**src/design/assert_macros.svh**
```systemverilog
// ----------------------------------------------------------------------------
// assert_macros.svh
// Concurrent assertion helpers, compiled out for synthesis.
// ----------------------------------------------------------------------------
`ifndef ASSERT_MACROS_SVH
`define ASSERT_MACROS_SVH

`ifndef SYNTHESIS
`define ASSERT_PROP(lbl, clk, rst_n, prop, msg) \
    lbl: assert property (@(posedge clk) disable iff (!rst_n) (prop)) else $error(msg);
`define ASSERT_NEVER(lbl, clk, rst_n, cond, msg) \
    lbl: assert property (@(posedge clk) disable iff (!rst_n) !(cond)) else $error(msg);
`else
`define ASSERT_PROP(lbl, clk, rst_n, prop, msg)
`define ASSERT_NEVER(lbl, clk, rst_n, cond, msg)
`endif

`endif

```
**src/design/rme_pkg.sv**
```systemverilog
// ----------------------------------------------------------------------------
// rme_pkg
// Shared types and constants of the modular exponentiation core.
// ----------------------------------------------------------------------------
package rme_pkg;

    localparam int WORD_BITS = 32;
    localparam int CNT_BITS  = $clog2(WORD_BITS);
    localparam int IDX_BITS  = 2;

    localparam logic [CNT_BITS-1:0] CNT_LAST = CNT_BITS'(WORD_BITS - 1);

    localparam logic [IDX_BITS-1:0] REG_EXPONENT    = 2'd0;
    localparam logic [IDX_BITS-1:0] REG_MODULUS     = 2'd1;
    localparam logic [IDX_BITS-1:0] REG_BYTE_RESULT = 2'd2;

    typedef struct packed {
        logic [WORD_BITS-1:0] base_value;
        logic                 last_in;
    } rme_in_t;

    typedef struct packed {
        logic [WORD_BITS-1:0] power_value;
        logic                 last_out;
    } rme_out_t;

    typedef enum logic [2:0] {
        OP_NONE,
        OP_LOAD,
        OP_RED,
        OP_PSTART,
        OP_PSTEP,
        OP_ESHIFT,
        OP_FINISH
    } rme_op_t;

    typedef struct packed {
        rme_op_t op;
        logic    last;
        logic    sel_base;
    } rme_cmd_t;

    typedef struct packed {
        logic exp_bit;
    } rme_sts_t;

endpackage

```
**src/design/rme_ctrl.sv**
```systemverilog
// ----------------------------------------------------------------------------
// rme_ctrl
// Sequencer: base reduction, square-and-multiply over exponent bits,
// result hand-off to the output register.
// ----------------------------------------------------------------------------
module rme_ctrl
    import rme_pkg::*;
(
    input  logic     clk,
    input  logic     rst_n,
    input  logic     in_valid,
    output logic     in_ready,
    output logic     out_valid,
    input  logic     out_ready,
    input  rme_sts_t sts,
    output rme_cmd_t cmd
);

    typedef enum logic [2:0] {
        S_IDLE,
        S_RED,
        S_SQ_INIT,
        S_SQ,
        S_MUL_INIT,
        S_MUL,
        S_NEXT,
        S_OUT
    } state_t;

    state_t              state_reg, state_next;
    logic [CNT_BITS-1:0] cnt_reg, cnt_next;
    logic [CNT_BITS-1:0] ecnt_reg, ecnt_next;
    logic                out_valid_reg, out_valid_next;

    always_comb
    begin
        state_next     = state_reg;
        cnt_next       = cnt_reg;
        ecnt_next      = ecnt_reg;
        out_valid_next = out_valid_reg && !out_ready;
        cmd            = '{op: OP_NONE, last: 1'b0, sel_base: 1'b0};
        in_ready       = 1'b0;
        unique case (state_reg)
            S_IDLE:
            begin
                in_ready = 1'b1;
                if (in_valid)
                begin
                    cmd.op     = OP_LOAD;
                    cnt_next   = '0;
                    ecnt_next  = '0;
                    state_next = S_RED;
                end
            end
            S_RED:
            begin
                cmd.op   = OP_RED;
                cnt_next = cnt_reg + CNT_BITS'(1);
                if (cnt_reg == CNT_LAST)
                begin
                    state_next = S_SQ_INIT;
                end
            end
            S_SQ_INIT:
            begin
                cmd.op     = OP_PSTART;
                cnt_next   = '0;
                state_next = S_SQ;
            end
            S_SQ:
            begin
                cmd.op   = OP_PSTEP;
                cmd.last = (cnt_reg == CNT_LAST);
                cnt_next = cnt_reg + CNT_BITS'(1);
                if (cnt_reg == CNT_LAST)
                begin
                    state_next = sts.exp_bit ? S_MUL_INIT : S_NEXT;
                end
            end
            S_MUL_INIT:
            begin
                cmd.op       = OP_PSTART;
                cmd.sel_base = 1'b1;
                cnt_next     = '0;
                state_next   = S_MUL;
            end
            S_MUL:
            begin
                cmd.op   = OP_PSTEP;
                cmd.last = (cnt_reg == CNT_LAST);
                cnt_next = cnt_reg + CNT_BITS'(1);
                if (cnt_reg == CNT_LAST)
                begin
                    state_next = S_NEXT;
                end
            end
            S_NEXT:
            begin
                cmd.op    = OP_ESHIFT;
                ecnt_next = ecnt_reg + CNT_BITS'(1);
                state_next = (ecnt_reg == CNT_LAST) ? S_OUT : S_SQ_INIT;
            end
            S_OUT:
            begin
                if (!out_valid_reg || out_ready)
                begin
                    cmd.op         = OP_FINISH;
                    out_valid_next = 1'b1;
                    state_next     = S_IDLE;
                end
            end
            default:
            begin
                state_next = S_IDLE;
            end
        endcase
    end

    always_ff @(posedge clk or negedge rst_n)
    begin
        if (!rst_n)
        begin
            state_reg     <= S_IDLE;
            cnt_reg       <= '0;
            ecnt_reg      <= '0;
            out_valid_reg <= 1'b0;
        end
        else
        begin
            state_reg     <= state_next;
            cnt_reg       <= cnt_next;
            ecnt_reg      <= ecnt_next;
            out_valid_reg <= out_valid_next;
        end
    end

    assign out_valid = out_valid_reg;

endmodule

```
**src/design/rme_dp.sv**
```systemverilog
// ----------------------------------------------------------------------------
// rme_dp
// Datapath: bit-serial base reduction, interleaved add-and-double modular
// multiply, exponent shifter and output register.
// ----------------------------------------------------------------------------
module rme_dp
    import rme_pkg::*;
(
    input  logic                 clk,
    input  rme_cmd_t             cmd,
    output rme_sts_t             sts,
    input  rme_in_t              in_data,
    input  logic [WORD_BITS-1:0] exponent,
    input  logic [WORD_BITS-1:0] modulus,
    input  logic                 byte_result,
    output rme_out_t             out_data
);

    logic [WORD_BITS-1:0] bsh_reg;
    logic [WORD_BITS-1:0] rem_reg;
    logic [WORD_BITS-1:0] esh_reg;
    logic [WORD_BITS-1:0] acc_reg;
    logic [WORD_BITS-1:0] pr_reg;
    logic [WORD_BITS-1:0] mb_reg;
    logic                 sel_base_reg;
    logic                 last_reg;
    rme_out_t             out_reg;

    logic [WORD_BITS:0]   mod_ext;
    logic [WORD_BITS:0]   red_sum;
    logic [WORD_BITS-1:0] rem_next;
    logic [WORD_BITS:0]   dbl_sum;
    logic [WORD_BITS-1:0] dbl_mod;
    logic [WORD_BITS-1:0] mul_a;
    logic [WORD_BITS:0]   add_sum;
    logic [WORD_BITS-1:0] add_mod;
    logic [WORD_BITS-1:0] pr_next;
    logic                 mod_small;
    logic [WORD_BITS-1:0] result;

    assign mod_ext = {1'b0, modulus};

    // base reduction: one dividend bit per cycle, remainder stays below 2m
    assign red_sum  = {rem_reg, bsh_reg[WORD_BITS-1]};
    assign rem_next = (red_sum >= mod_ext) ? WORD_BITS'(red_sum - mod_ext)
                                           : red_sum[WORD_BITS-1:0];

    // product step: double, then conditionally add the multiplicand
    assign mul_a   = sel_base_reg ? rem_reg : acc_reg;
    assign dbl_sum = {pr_reg, 1'b0};
    assign dbl_mod = (dbl_sum >= mod_ext) ? WORD_BITS'(dbl_sum - mod_ext)
                                          : dbl_sum[WORD_BITS-1:0];
    assign add_sum = {1'b0, dbl_mod} + {1'b0, mul_a};
    assign add_mod = (add_sum >= mod_ext) ? WORD_BITS'(add_sum - mod_ext)
                                          : add_sum[WORD_BITS-1:0];
    assign pr_next = mb_reg[WORD_BITS-1] ? add_mod : dbl_mod;

    assign mod_small = (modulus[WORD_BITS-1:1] == '0);

    always_comb
    begin
        result = mod_small ? '0 : acc_reg;
        if (byte_result)
        begin
            result = {{(WORD_BITS-8){1'b0}}, result[7:0]};
        end
    end

    always_ff @(posedge clk)
    begin
        case (cmd.op)
            OP_LOAD:
            begin
                bsh_reg  <= in_data.base_value;
                rem_reg  <= '0;
                esh_reg  <= exponent;
                acc_reg  <= WORD_BITS'(1);
                last_reg <= in_data.last_in;
            end
            OP_RED:
            begin
                bsh_reg <= {bsh_reg[WORD_BITS-2:0], 1'b0};
                rem_reg <= rem_next;
            end
            OP_PSTART:
            begin
                pr_reg       <= '0;
                mb_reg       <= acc_reg;
                sel_base_reg <= cmd.sel_base;
            end
            OP_PSTEP:
            begin
                pr_reg <= pr_next;
                mb_reg <= {mb_reg[WORD_BITS-2:0], 1'b0};
                if (cmd.last)
                begin
                    acc_reg <= pr_next;
                end
            end
            OP_ESHIFT:
            begin
                esh_reg <= {esh_reg[WORD_BITS-2:0], 1'b0};
            end
            OP_FINISH:
            begin
                out_reg.power_value <= result;
                out_reg.last_out    <= last_reg;
            end
            default:
            begin
            end
        endcase
    end

    assign sts.exp_bit = esh_reg[WORD_BITS-1];
    assign out_data    = out_reg;

endmodule

```
**src/design/rsa_modular_exponentiation_core.sv**
```systemverilog
// ----------------------------------------------------------------------------
// rsa_modular_exponentiation_core
// Computes base_value^exponent mod modulus for each input item (only the low byte when byte_result is set).
// ----------------------------------------------------------------------------
// Usage:
//   Input channel in_valid/in_ready/in_data carries base_value and last_in.
//   Output channel out_valid/out_ready/out_data carries power_value and
//   last_out, one result item per input item, in order.
//   Key registers (exponent, modulus, byte_result) are written through
//   cfg_write/cfg_index/cfg_data; the user must write them only while no
//   item is in flight, as the core does not enforce this. From acceptance
//   to out_valid the core runs the base reduction, then per exponent bit a
//   square, a multiply when the bit is set and an exponent shift, then loads
//   the output register. One item is worked on at a time; the bit-serial
//   modular multiplier works on one multiplier bit per cycle.
//   in_ready is high only while the core is idle.
//   A finished result sits in the output register; a stalled receiver only
//   holds back the hand-off of the next result, and a new item is accepted
//   as soon as the previous one has moved to the output register.
//   Reset clears the sequencer and loads exponent = 1, modulus = all ones,
//   byte_result = 0.
// ----------------------------------------------------------------------------
`include "assert_macros.svh"

module rsa_modular_exponentiation_core
    import rme_pkg::*;
(
    input  logic                 clk,
    input  logic                 rst_n,
    input  logic                 in_valid,
    output logic                 in_ready,
    input  rme_in_t              in_data,
    output logic                 out_valid,
    input  logic                 out_ready,
    output rme_out_t             out_data,
    input  logic                 cfg_write,
    input  logic [IDX_BITS-1:0]  cfg_index,
    input  logic [WORD_BITS-1:0] cfg_data
);

    logic [WORD_BITS-1:0] exponent_reg;
    logic [WORD_BITS-1:0] modulus_reg;
    logic                 byte_result_reg;

    rme_cmd_t cmd;
    rme_sts_t sts;

    always_ff @(posedge clk or negedge rst_n)
    begin
        if (!rst_n)
        begin
            exponent_reg    <= WORD_BITS'(1);
            modulus_reg     <= '1;
            byte_result_reg <= 1'b0;
        end
        else if (cfg_write)
        begin
            unique case (cfg_index)
                REG_EXPONENT:    exponent_reg    <= cfg_data;
                REG_MODULUS:     modulus_reg     <= cfg_data;
                REG_BYTE_RESULT: byte_result_reg <= cfg_data[0];
                default:
                begin
                end
            endcase
        end
    end

    rme_ctrl u_ctrl (
        .clk       (clk),
        .rst_n     (rst_n),
        .in_valid  (in_valid),
        .in_ready  (in_ready),
        .out_valid (out_valid),
        .out_ready (out_ready),
        .sts       (sts),
        .cmd       (cmd)
    );

    rme_dp u_dp (
        .clk         (clk),
        .cmd         (cmd),
        .sts         (sts),
        .in_data     (in_data),
        .exponent    (exponent_reg),
        .modulus     (modulus_reg),
        .byte_result (byte_result_reg),
        .out_data    (out_data)
    );

    `ASSERT_PROP(a_busy_after_accept, clk, rst_n, in_valid && in_ready |=> !in_ready, "core ready right after accepting an item")
    `ASSERT_PROP(a_load_on_accept, clk, rst_n, (cmd.op == OP_LOAD) == (in_valid && in_ready), "datapath load out of step with input handshake")
    `ASSERT_PROP(a_finish_sets_valid, clk, rst_n, cmd.op == OP_FINISH |=> out_valid, "result hand-off did not raise out_valid")

endmodule
```
**config.mk**
```make
export PLATFORM = sky130hd
export DESIGN_NAME = rsa_modular_exponentiation_core
export DESIGN_NICKNAME = d
export VERILOG_FILES = /design/src/design/rme_pkg.sv /design/src/design/rme_ctrl.sv /design/src/design/rme_dp.sv /design/src/design/rsa_modular_exponentiation_core.sv
export VERILOG_INCLUDE_DIRS = /design/src /design/src/design
export SDC_FILE = /design/constraint.sdc
export NUM_CORES = 1
export LEC_CHECK = 0
export BUFFER_PORTS_ARGS = -buffer_cell sky130_fd_sc_hd__buf_2
export CAP_MARGIN = 10
export CELL_PAD_IN_SITES_DETAIL_PLACEMENT = 0
export CELL_PAD_IN_SITES_GLOBAL_PLACEMENT = 1
export CORE_MARGIN = 2
export CORE_UTILIZATION = 45
export DETAILED_ROUTE_END_ITERATION = 8
export PLACE_DENSITY = 0.82
export SYNTH_ARGS = -nofsm -noshare
export SYNTH_HDL_FRONTEND = slang
export SYNTH_HIERARCHICAL = 1
export SYNTH_SLANG_ARGS = --single-unit
```
**constraint.sdc**
```tcl
create_clock -name clk -period 11.27 [get_ports clk]
set_input_delay 0.5635 -clock clk [delete_from_list [all_inputs] [get_ports clk]]
set_output_delay 0.5635 -clock clk [all_outputs]
set_load 0.01 [all_outputs]
```
==> results of run 1 <==
## cells in the mapped netlist (all sizes together), types with 7 or more instances
| cell type | number |
|---|---|
| a211oi | 26 |
| a21o | 80 |
| a21oi | 153 |
| a221o | 7 |
| a311oi | 8 |
| a31oi | 21 |
| and2 | 43 |
| and3 | 14 |
| buf | 19 |
| clkbuf | 62 |
| dfrtp | 46 |
| dfstp | 33 |
| edfxtp | 227 |
| ha | 130 |
| inv | 72 |
| mux2 | 136 |
| mux2i | 16 |
| nand2 | 344 |
| nand2b | 18 |
| nand3 | 30 |
| nand3b | 7 |
| nand4 | 23 |
| nor2 | 98 |
| nor2b | 28 |
| nor3 | 29 |
| nor4 | 11 |
| o21a | 17 |
| o21ai | 94 |
| o21bai | 21 |
| o31ai | 10 |
| or2 | 8 |
| or3 | 7 |
| xnor2 | 75 |
| xor2 | 37 |
## final timing paths
path	start	endpoint	slack, ns	cells past startpoint
setup / recovery	modulus_reg[22]$_DFFE_PN1P_	u_dp/pr_reg[26]$_SDFFCE_PN0P_	1.52	30
hold / removal	rst_n	u_ctrl/cnt_reg[0]$_DFFE_PN0P_	0.17	1
setup reg to reg	modulus_reg[22]$_DFFE_PN1P_	u_dp/pr_reg[26]$_SDFFCE_PN0P_	1.52	30
hold reg to reg	u_dp/last_reg$_DFFE_PP_	u_dp/out_data[0]$_DFFE_PN_	0.43	0
max in group asynchronous	rst_n	exponent_reg[4]$_DFFE_PN0P_	10.43	1
min in group clk	in_data[0]	u_dp/last_reg$_DFFE_PP_	0.18	1
## area by class of cell
type	instances	area share [%]
Tap cell	592	3.28
Inverter	73	1.21
Clock inverter	26	0.882
Sequential cell	306	39.2
Timing Repair Buffer	124	2.96
Clock buffer	40	4.15
Multi-Input combinational cell	1585	48.4
## layer usage
metal	GRT usage (%)	routed length [um]	up-vias
li1	-	-	7618
met1	36.8	27000	7845
met2	38.1	25600	632
met3	4.21	4670	97
met4	7.53	1680	0
met5	0	0	-
## worst max-delay path, delay by kind of cell, from the launching register on
family                     cells  cell delay, ns
xor gates and xnor gates       1            0.22
and+or+nand+nor                8            2.59
adders and majority gates      3            1.21
AOI/OAI and AO/OA             14            4.19
DFF                            1            0.54
buffers and inverters          4            0.73
## through the flow
step                      setup slack, ns  hold WS (ns)  util [%]  instance area, um2
after floorplan                      3.77         0.268         -               20400
after global placement               1.97         0.401      48.3               21400
after detailed placement             1.65         0.416      48.3               21400
after CTS                            1.63         0.155      50.8               22600
after global routing                0.925         0.162      50.8               22600
final                                1.52         0.169      50.8               22600
## cell families after synthesis
kind of cell             Yosys count  synth area share (%)
adder cells (fa/ha/maj)          134                  8.38
buffers and inverters            154                  3.16
XOR/XNOR                         112                  4.82
multiplexers                     152                  8.31
AND/OR/NAND/NOR                  682                  15.7
AO/OA/AOI/OAI                    505                  16.3
flip-flops                       306                  43.4
==> metrics.txt, run 1 <==
Die Y about 220 um; Worst setup SP type flip-flop; clock root cell clkbuf_16; Pre-Repair DR Iteration Count 6; max reg flops 33; via count 16200; Vias per Instance 5.90; Post-Route Setup TNS 0 ns; Worst path max stage delay 0.81 ns; Final nets 2332; Worst Path Required 11.57 ns; # Post-CTS Setup Buffers 0; clk slew on worst S/H paths 0.06 ns; Final Skew 0.0133 ns; final setup fails 0; Final ANT Viol Nets 0; Total GRT Usage 25.1%; DP Cell Count approximately 2700; Fin. Hold Viols 0; multi-input logic area 10900 um2; num ports 107; Rows between 70 and 80; Worst path most repeated cell o21ai_0; largest net degree at the start of global routing 80; clk sinks 306; first-pass GRT wire length slightly above 90000 um; vias in the first global route roughly 16000; Starting Density between 40% and 50%; minimum clock period after layout around 9.8 ns; syn_nets between 2000 and 2500; Hold Buf Count CTS 0; Synth area leaders edfxtp_1 (33%), ha_1 (8.0%), mux2_2 (7.4%), nand2_1 (6.3%), dfrtp_1 (5.7%); Relative slew margins 24.5%; final slew viol count 0; Critical Path Slowest Stage Cell nand2_1; Die Area 47000 um2; ys async rst share 25.8%; Post-Syn Area slightly above 20000 um2; Area Overhead vs Synth 10.8%; Peak Freq 0.103 GHz; Yosys reg bits about 300; hpwl dp 43900 um; critical path class reg -> reg; status completed; cells after synthesis 2045; Core ar. roughly 44000 um2; share of cells above drive strength 1 18.1%; share of the synthesized area in the top cell type 33.5%; Post-synth top flop edfxtp_1; most common cell after layout, fill and taps aside nand2_1; sequential area share after synthesis 43.4%; worst skew pair latency ~0.56 ns; total of max-cap violations 0; post-CTS sizing 0; total grt overflow 0; Avg Synthesized Cell Area 9.96 um2; WL/cell 21.5 um; DRC 0; Hold Crit Class in -> async; fillcell total 4045; number of DRC markers in iteration 0 1497; most frequent cells in the layout nand2_1 (341), edfxtp_1 (227), a21oi_1 (152); H-tree depth 2; Setup crit end kind flip-flop; Tcrit/Tclk final 86.6%; Post-synth EDFFs 227; antenna violations before repair 0; gpl congestion between 0.9 and 1; Die Width 217 um; n_diodes 0; Synth Warn # 6; Crit Path Max Fanout 36; CTS tree done; Num CTS Buffers 36; WL final approximately 60000 um; unrepaired setup endpoints after global routing no; FF/Latch Area 8830 um2; port buffer count 106; Worst Path Arrival 10.05 ns; Tightest Pin Transition 1.10 ns; post-synthesis cell type count 99; fin cells 2746; CTS Buffer Depth 3; Synth area leader edfxtp_1
Power of run 1 is not shown: default switching activity piles up to over one toggle a cycle in this logic, so the estimate is an artifact.
==> inputs of run 2 (changes only) <==
Settings changed: CORE_MARGIN 2 to 4.
==> run 2 against run 1 <==
  * Clock-buffer cell count is 7 higher
  * Largest cell class unchanged
  * Critical path depth is 4 higher
  * Critical endpoint is now u_dp/acc_reg[25]$_SDFFCE_PN0P_
  * Via count shrank 0.38%
  * Global-route usage shrank 0.64 points
  * Setup slack gained 0.044 ns
==> metrics.txt, run 2 (synthesis gave the netlist of run 1 again) <==
status completed; gpl congestion 0.979 (-1.5%); Buf/Inv on CP 4 (unchanged); final hold slack 0.191 ns (+0.0225 ns); hpwl dp 44700 um (+1.8%); Tcrit/Tclk final 86.2% (-0.39 points); Starting Density 45.7% (-0.099 points); num ports 107 (unchanged); minimum clock period after layout 9.71 ns (-0.0438 ns); port buffer count 106 (unchanged); Tightest Pin Transition 1.05 ns (-0.0588 ns); Die Y 221 um (+1.8%); final setup fails 0 (unchanged); Hold EP u_dp/last_reg$_DFFE_PP_; CP delay by family, top simple AND/OR/NAND/NOR gates; Total GRT Usage 24.5% (-0.64 points); Fin. Hold Viols 0 (unchanged); clock root cell clkbuf_16; Peak Freq 0.103 GHz (+0.45%); Final Skew 0.0283 ns (+0.0150 ns); Worst Path Required 11.55 ns (-0.02 ns); largest net degree at the start of global routing 65 (-19%); H-tree depth 2 (unchanged); first-pass GRT wire length 91700 um (+0.60%); Area Overhead vs Synth 11.1%; Setup crit end kind flip-flop; Core ar. 44500 um2 (+0.22%); clk sinks 306 (unchanged); via count 16100 (-0.38%); Die Area 48700 um2 (+3.7%); r2r startpoint modulus_reg[25]$_DFFE_PN1P_; RR Endpoint u_dp/acc_reg[25]$_SDFFCE_PN0P_; Worst Path Arrival 9.99 ns (-0.06 ns); CTS Buffer Depth 3 (unchanged); Vias per Instance 5.87 (-0.46%); vias in the first global route 15700 (-1.0%); critical path class reg -> reg; number of DRC markers in iteration 0 1522 (+1.7%); most frequent cells in the layout nand2_1 (341), edfxtp_1 (227), a21oi_1 (152); unrepaired setup endpoints after global routing no; Crit Path Max Fanout 13 (-64%); worst skew pair latency 0.56 ns (about the same); # Post-CTS Setup Buffers 0 (unchanged); hold path start in_data[0]; Pre-Repair DR Iteration Count 5 (-1); Setup crit start modulus_reg[25]$_DFFE_PN1P_; worst reg-to-reg setup slack 1.56 ns (+0.04 ns); Post-Route Setup TNS 0 ns (unchanged); WL/cell 21.8 um (+1.7%); antenna violations before repair 1 (+1); Hold Crit Class in -> reg; total grt overflow 0 (unchanged); final slew viol count 0 (unchanged); Worst setup SP type flip-flop; Rows 77 (unchanged); Final ANT Viol Nets 0 (unchanged); hold path cells 1; total of max-cap violations 0 (unchanged); WL final 60000 um (+1.8%); CTS tree done; reg2reg path depth 34 (+13%); most common cell after layout, fill and taps aside nand2_1; clk slew on worst S/H paths 0.06 ns (about the same); DRC 0 (unchanged); Die Width 221 um (+1.8%); n_diodes 0 (unchanged); max reg flops 33 (unchanged); Critical Path Slowest Stage Cell dfstp_2; Num CTS Buffers 36 (unchanged); Relative slew margins 30.3% (+5.8 points); Final nets 2335 (+0.13%); share of cells above drive strength 1 18.1% (+0.030 points); Worst path max stage delay 0.54 ns (-0.27 ns)
==> run 2: metrics by stage <==
step           area, um2  utilization, %  setup slack [ns]  std cells
2_1_floorplan      20400               -              3.77       2045
3_3_place_gp       21400            48.2              2.01       2682
3_5_place_dp       21400            48.2              1.68       2682
4_1_cts            22600            50.8              1.70       2748
5_1_grt            22600            50.8              1.02       2748
6_report           22600            50.8              1.56       2748
==> run 2: layout make-up <==
| cell class | instances | area, um2 |
|---|---|---|
| multi-input combinational | 1585 | 10900 |
| tap | 592 | 741 |
| clock inverter | 18 | 180 |
| fill | 4089 | 21900 |
| sequential | 306 | 8830 |
| timing repair buffer | 127 | 693 |
| inverter | 73 | 274 |
| clock buffer | 47 | 982 |
==> run 2: worst max path at each step <==
stage,to,slack (ns),cells after the start
CTS,u_dp/acc_reg[25]$_SDFFCE_PN0P_,1.70,34
finish,u_dp/acc_reg[25]$_SDFFCE_PN0P_,1.56,34
global placement,u_dp/acc_reg[25]$_SDFFCE_PN0P_,2.01,34
global route,u_dp/acc_reg[25]$_SDFFCE_PN0P_,1.02,34
floorplan,u_dp/acc_reg[28]$_SDFFCE_PN0P_,3.77,32
detailed placement,u_dp/pr_reg[25]$_SDFFCE_PN0P_,1.68,34
==> run 2: what timing repair did <==
action / CTS / global route
setup endpoints to repair: 0 / 0
hold buffers: 1 / 0
resized for setup: 0 / 0
endpoints found under the hold margin: 6 / 0
==> run 2: layer usage <==
metal,GRT usage (%),wire length [um]
met1,36.1,28100
met2,37.7,26500
met3,4.04,4080
met4,6.51,1350
met5,0,0
Power of run 2 is left out for the same reason.
